[config.mk]
export PLATFORM = sky130hd
export DESIGN_NAME = plc_ctrl
export DESIGN_NICKNAME = d
export VERILOG_FILES = /design/src/hdl/plc_pkg.sv /design/src/hdl/plc_ctrl.sv
export SDC_FILE = /design/constraint.sdc
export NUM_CORES = 1
export LEC_CHECK = 0
export BUFFER_PORTS_ARGS = -buffer_cell sky130_fd_sc_hd__buf_2
export CORE_AREA = 2 2 39 41
export CTS_CLUSTER_DIAMETER = 200
export DETAILED_ROUTE_END_ITERATION = 6
export DIE_AREA = 0 0 41 43
export GPL_ROUTABILITY_DRIVEN = 0
export GPL_TIMING_DRIVEN = 0
export SLEW_MARGIN = 20
export SYNTH_ARGS = -nofsm -noshare
export SYNTH_HDL_FRONTEND = slang
export SYNTH_SLANG_ARGS = --single-unit
[constraint.sdc]
create_clock -name clk -period 1.3 [get_ports clk]
set_input_delay 0.13 -clock clk [delete_from_list [all_inputs] [get_ports clk]]
set_output_delay 0.13 -clock clk [all_outputs]
set_load 0.1 [all_outputs]
[src/hdl/plc_pkg.sv]
// ----------------------------------------------------------------------------
// plc_pkg
// Shared constants and controller/datapath command and status types.
// ----------------------------------------------------------------------------
`timescale 1ns / 1ps
package plc_pkg;
  localparam int MAX_CLUSTERS_DEF = 64;
  localparam int LABEL_SLOTS_DEF  = 3;
  localparam int CFG_IDX_W = 3;
  localparam int CFG_DATA_W = 16;
  localparam logic [CFG_IDX_W-1:0] REG_MATCH_DIST = 3'd0;
  localparam logic [CFG_IDX_W-1:0] REG_ANCHOR_OFS = 3'd1;
  localparam logic [CFG_IDX_W-1:0] REG_MARGIN     = 3'd2;
  localparam logic [CFG_IDX_W-1:0] REG_TOP        = 3'd3;
  localparam logic [CFG_IDX_W-1:0] REG_BOTTOM     = 3'd4;
  localparam logic REQ_ADD = 1'b0;
  localparam logic REQ_FLUSH = 1'b1;

  // controller -> datapath
  typedef struct packed {
    logic load;      // capture request
    logic rd;        // issue read of scan index
    logic chk;       // compare registered read data
    logic wr_new;    // append new cluster
    logic wr_hit;    // update matched cluster
    logic emit;      // drive flush result from read data
    logic emit_empty;
    logic clr;       // clear cluster total
    logic idx_clr;   // scan index back to 0
    logic idx_inc;
  } plc_cmd_t;

  // datapath -> controller
  typedef struct packed {
    logic hit;       // comparison matched
    logic at_end;    // scan index reached cluster total
    logic empty;
    logic full;
    logic last_idx;  // scan index is total-1
  } plc_sts_t;
endpackage

[src/hdl/plc_ctrl.sv]
// ----------------------------------------------------------------------------
// plc_ctrl
// Sequencer for add scan and flush walk.
// ----------------------------------------------------------------------------
`timescale 1ns / 1ps
module plc_ctrl (
  input  logic              clk,
  input  logic              rst_n,
  input  logic              start,
  input  logic              req_type,
  input  plc_pkg::plc_sts_t sts,
  output plc_pkg::plc_cmd_t cmd,
  output logic              busy
);
  import plc_pkg::*;
  localparam logic [2:0] S_IDLE = 3'd0, S_RD = 3'd1, S_CHK = 3'd2,
                         S_FRD = 3'd3, S_FOUT = 3'd4, S_UPD = 3'd5;
  logic [2:0] state_r, state_nxt;
  logic is_flush_r, is_flush_nxt;

  always_ff @(posedge clk) begin
    if (!rst_n) begin
      state_r <= S_IDLE;
      is_flush_r <= 1'b0;
    end else begin
      state_r <= state_nxt;
      is_flush_r <= is_flush_nxt;
    end
  end

  assign busy = (state_r != S_IDLE);

  always_comb begin
    state_nxt = state_r;
    is_flush_nxt = is_flush_r;
    cmd = '0;
    case (state_r)
      S_IDLE: begin
        if (start) begin
          cmd.load = 1'b1;
          cmd.idx_clr = 1'b1;
          is_flush_nxt = req_type;
          state_nxt = (req_type == REQ_FLUSH) ? S_FRD : S_RD;
        end
      end
      S_RD: begin
        if (sts.at_end) begin
          if (!sts.full) cmd.wr_new = 1'b1;
          state_nxt = S_IDLE;
        end else begin
          cmd.rd = 1'b1;
          state_nxt = S_CHK;
        end
      end
      S_CHK: begin
        cmd.chk = 1'b1;
        if (sts.hit) begin
          state_nxt = S_UPD;
        end else begin
          cmd.idx_inc = 1'b1;
          state_nxt = S_RD;
        end
      end
      S_UPD: begin
        cmd.wr_hit = 1'b1;
        state_nxt = S_IDLE;
      end
      S_FRD: begin
        if (sts.empty) begin
          cmd.emit_empty = 1'b1;
          state_nxt = S_IDLE;
        end else begin
          cmd.rd = 1'b1;
          state_nxt = S_FOUT;
        end
      end
      S_FOUT: begin
        cmd.emit = 1'b1;
        cmd.idx_inc = 1'b1;
        if (sts.last_idx) begin
          cmd.clr = 1'b1;
          state_nxt = S_IDLE;
        end else begin
          state_nxt = S_FRD;
        end
      end
      default: state_nxt = S_IDLE;
    endcase
  end
endmodule

Word-level counts from Yosys, hierarchy flattened:

Cells that the tools add are included.
W data, S select, Z words.

* flip-flop bits (word level): 3
* output and inout bits: 11
* logic and storage cells: 33
* input bits: 9

* reduce and logical (&&, ||, !) cells: 2
* equality and inequality tests: 6
* multiplexer cells: 24

Operators with widths (count)
* $mux W1: 15
* $pmux W3 S5: 1
* $mux W3: 3
* $eq A3 B2 Y1 const B: 2
* $eq A3 B3 Y1 const B: 2
* $mux W2: 3
* $pmux W1 S2: 2
* $eq A3 B1 Y1 const B: 1
* $logic_not A3 Y1: 1
* $reduce_bool A3 Y1: 1
* $ne A2 B2 Y1 const B: 1

Logic depth before layout (Yosys ltp):

* word-level depth: 3
* gate-level depth with buffers: 4
* mapped depth without buffers: 2

Least setup slack after synthesis:

No wires, ideal clock.

* kind: reg-to-output
* start: register state_r[2]
* end: output cmd[2] in the netlist's numbering
* required time: 1170 ps
* data arrival time: 3718 ps
* setup slack: -2548 ps
* stages on the path, launching flop included: 4
* path buffers: 1
* cells stage by stage: dfxtp_1 -> buf_2 -> nor3b_1 -> and2_1

RTL lines
* from (decl): RTL line plc_ctrl.sv:18 `logic [2:0] state_r, state_nxt;`
* from (signal assigned): RTL line plc_ctrl.sv:26 `state_r <= state_nxt;`
* to (decl): RTL line plc_ctrl.sv:12 `output plc_pkg::plc_cmd_t cmd,`

==> flow_summary.ini <==
[run_status]
outcome = complete, but fails checks
violations = setup timing

[worst_setup_path]
cp_max_fo = 5
rr_endpoint = state_r[0]$_SDFFE_PN0P_
required_ns = 1.17
path_class = reg -> out
arrival_ns = 1.47
reg2reg_depth = 3
reg2reg_slack_ns = 0.10
crit_start = state_r[0]$_SDFFE_PN0P_
cp-endpoint = cmd[9]
start_kind = flop
endpoint_kind = primary output
reg2reg_from = state_r[1]$_SDFFE_PN0P_

[sta]
worst_pin_slew_ns = 0.487
period_share_pct = 123
skew_ns = 0.00620
max_freq_ghz = 0.625
drv_slew = 0
whs_ns = 0.188
relSlewSlack_pct = 67.7
worst_slack_ns = -0.299
finalHoldViolCount = 0
rsz0062_at_grt = yes
fin_crit_ns = 1.60
setup_viol = 11

[synth]
yosys-top-cells-area = dfxtp_1, and3b_1, nor2_1, nor3b_1, a211oi_2
synth-seq-cells = 3
synth_cell_type_count = 25
yosysSeqAreaShare_pct = 21.3
synth_edf_count = 0
ys_async_sr_fraction_pct = 0
post-synth-top-count-cell = nor2_1
syn_area_um2 = 282
ys.flop_type = dfxtp_1
synth_largest_area_cell = dfxtp_1
synth_common_cells = nor2_1, dfxtp_1
ys_warn_count = 0
avgSynthCellArea_um2 = 8.04
synth_fp_nets = 44
synth_top_area_share_pct = 21.3
netlist_instances = 35

[power]
power_density_nw_per_um2 = 883
comb_power_share_pct = 58.2
power.internal_uw = 371
p_seq_share_pct = 16.0
p_switching_uw = 295
p_leak_nw = 0.332
peakVddDrop_v = 0.000323
power_uw = 666
switching_share_pct = 44.2
clockPowerShare_pct = 25.8

[routing]
drc = 0
first_pass_iters = 2
vias = 376
routed_via_density = 4.59
drt-initial-drc-count = 1
wirelength_um = 1050
drtAntennaViolNets = 0
post_drt_wl_per_cell_um = 12.8

[global_route]
antenna_found_initial = 0
grt_pass1_vias = 345
grt_usage_pct = 13.6
grt_max_degree = 11
grt_pass1_wl_um = 1560
overflow = 0

[floorplanning]
io_pins = 20
row_count = 14
die_h_um = 43
die_w_um = 41
die_area_um2 = 1760
start_util_pct = 20.3
core_area_um2 = 1380

[clock_tree]
cts_root_buf = clkbuf_4
clk_pin_slew_ns = 0.04
cts_tree = yes
cts_hold_buffers = 0
htree_num_levels = 1
clockBufferDepth = 2
cts-buffers-inserted = 3
cts.sinks = 3
insertion_delay_ns = 0.24

[layout]
largest_register_ffs = 3
area_growth_pct = 168
drive_above_1_share_pct = 77.3
fin_cells = 82
regMostFlops = state_r
antenna_cells = 0
postLayoutCellArea_um2 = 754
nets = 76
top_regs = state_r: 3 flops

[placed_design]
place_hpwl_um = 596
port_buffers = 19
place_area_um2 = 483
pre_cts_slack_ns = -0.305
dp.cells = 70

[flow_run]
maxCapViolCount = 0

[hold_path]
hp-class = in -> reg
worstHoldPathCells = 3
[layout make-up]
class | count | area (um^2)
fillers | 125 | 629
repair buffers | 27 | 313
multi-input cells | 26 | 264
flip-flops and latches | 3 | 66.3
plain buffers | 4 | 57.6
clock buffers | 4 | 26.3
well taps | 16 | 20.0
inverters | 2 | 7.51
[per-layer routing]
metal / share of wire, % / vias up / GRT usage, %
met4: 0 / 0 / 6.00
met2: 54 / 19 / 19.1
met3: 9.8 / 0 / 8.38
met1: 36 / 174 / 16.0
li1: - / 183 / -
met5: 0 / - / 0
[metrics by stage]
stage	TNS, ns	utilization (%)
floorplan	-2.93	-
global placement	-1.21	34.9
detailed placement	-1.19	34.9
CTS	-1.75	48.0
global route	-2.60	54.5
finish	-2.07	54.5
[worst max-delay path, cell delays in order, from the launching register on]
cell	delay [ns]
dfxtp_4	0.36
buf_6	0.13
or3_4	0.34
nor2_4	0.13
buf_12	0.11
buf_12	0.16
[worst min path at each step]
| stage | startpoint | to | slack (ns) |
|---|---|---|---|
| finish | rst_n | state_r[0]$_SDFFE_PN0P_ | 0.19 |
| global route | rst_n | state_r[0]$_SDFFE_PN0P_ | 0.18 |
| CTS | rst_n | state_r[0]$_SDFFE_PN0P_ | 0.18 |
| detailed placement | rst_n | state_r[0]$_SDFFE_PN0P_ | 0.42 |
| global placement | rst_n | state_r[0]$_SDFFE_PN0P_ | 0.40 |
| floorplan | rst_n | state_r[0]$_SDFFE_PN0P_ | 0.27 |
[kinds of logic (layout without fill, tap and decap cells)]
group           Yosys count  in the layout  synth area share, %
simple gates             20             20                 46.7
buf+inv                   6             37                 12.9
compound gates            5              5                 15.1
flops                     3              3                 21.3
mux                       1              1                 4.00
[power by group through the flow]
stage | Clock, mW | Sequential, mW | Combinational, mW
floorplan | 0 | 0.107 | 0.252
global placement | 0 | 0.108 | 0.291
detailed placement | 0 | 0.108 | 0.292
CTS | 0.177 | 0.107 | 0.353
global route | 0.191 | 0.107 | 0.403
finish | 0.172 | 0.106 | 0.388
[cell usage in the layout (no fill, tap or decap), types with 2 or more instances in the layout]
cell type,Yosys,layout
buf_12,0,10
buf_2,2,10
buf_4,1,2
buf_6,1,8
clkbuf_4,0,3
dfxtp_2,0,2
inv_1,2,2
nand2b_1,2,2
nor2_4,0,3
nor3b_4,0,2
[repair_timing]
item | 4_1_cts | 5_1_grt
pin swaps | 4 | 7
endpoints found under the setup margin | 11 | 11
setup buffers | 1 | 6
gates cloned | 1 | 0
gates resized for setup | 39 | 10
Power figures use the tool's default switching activity.
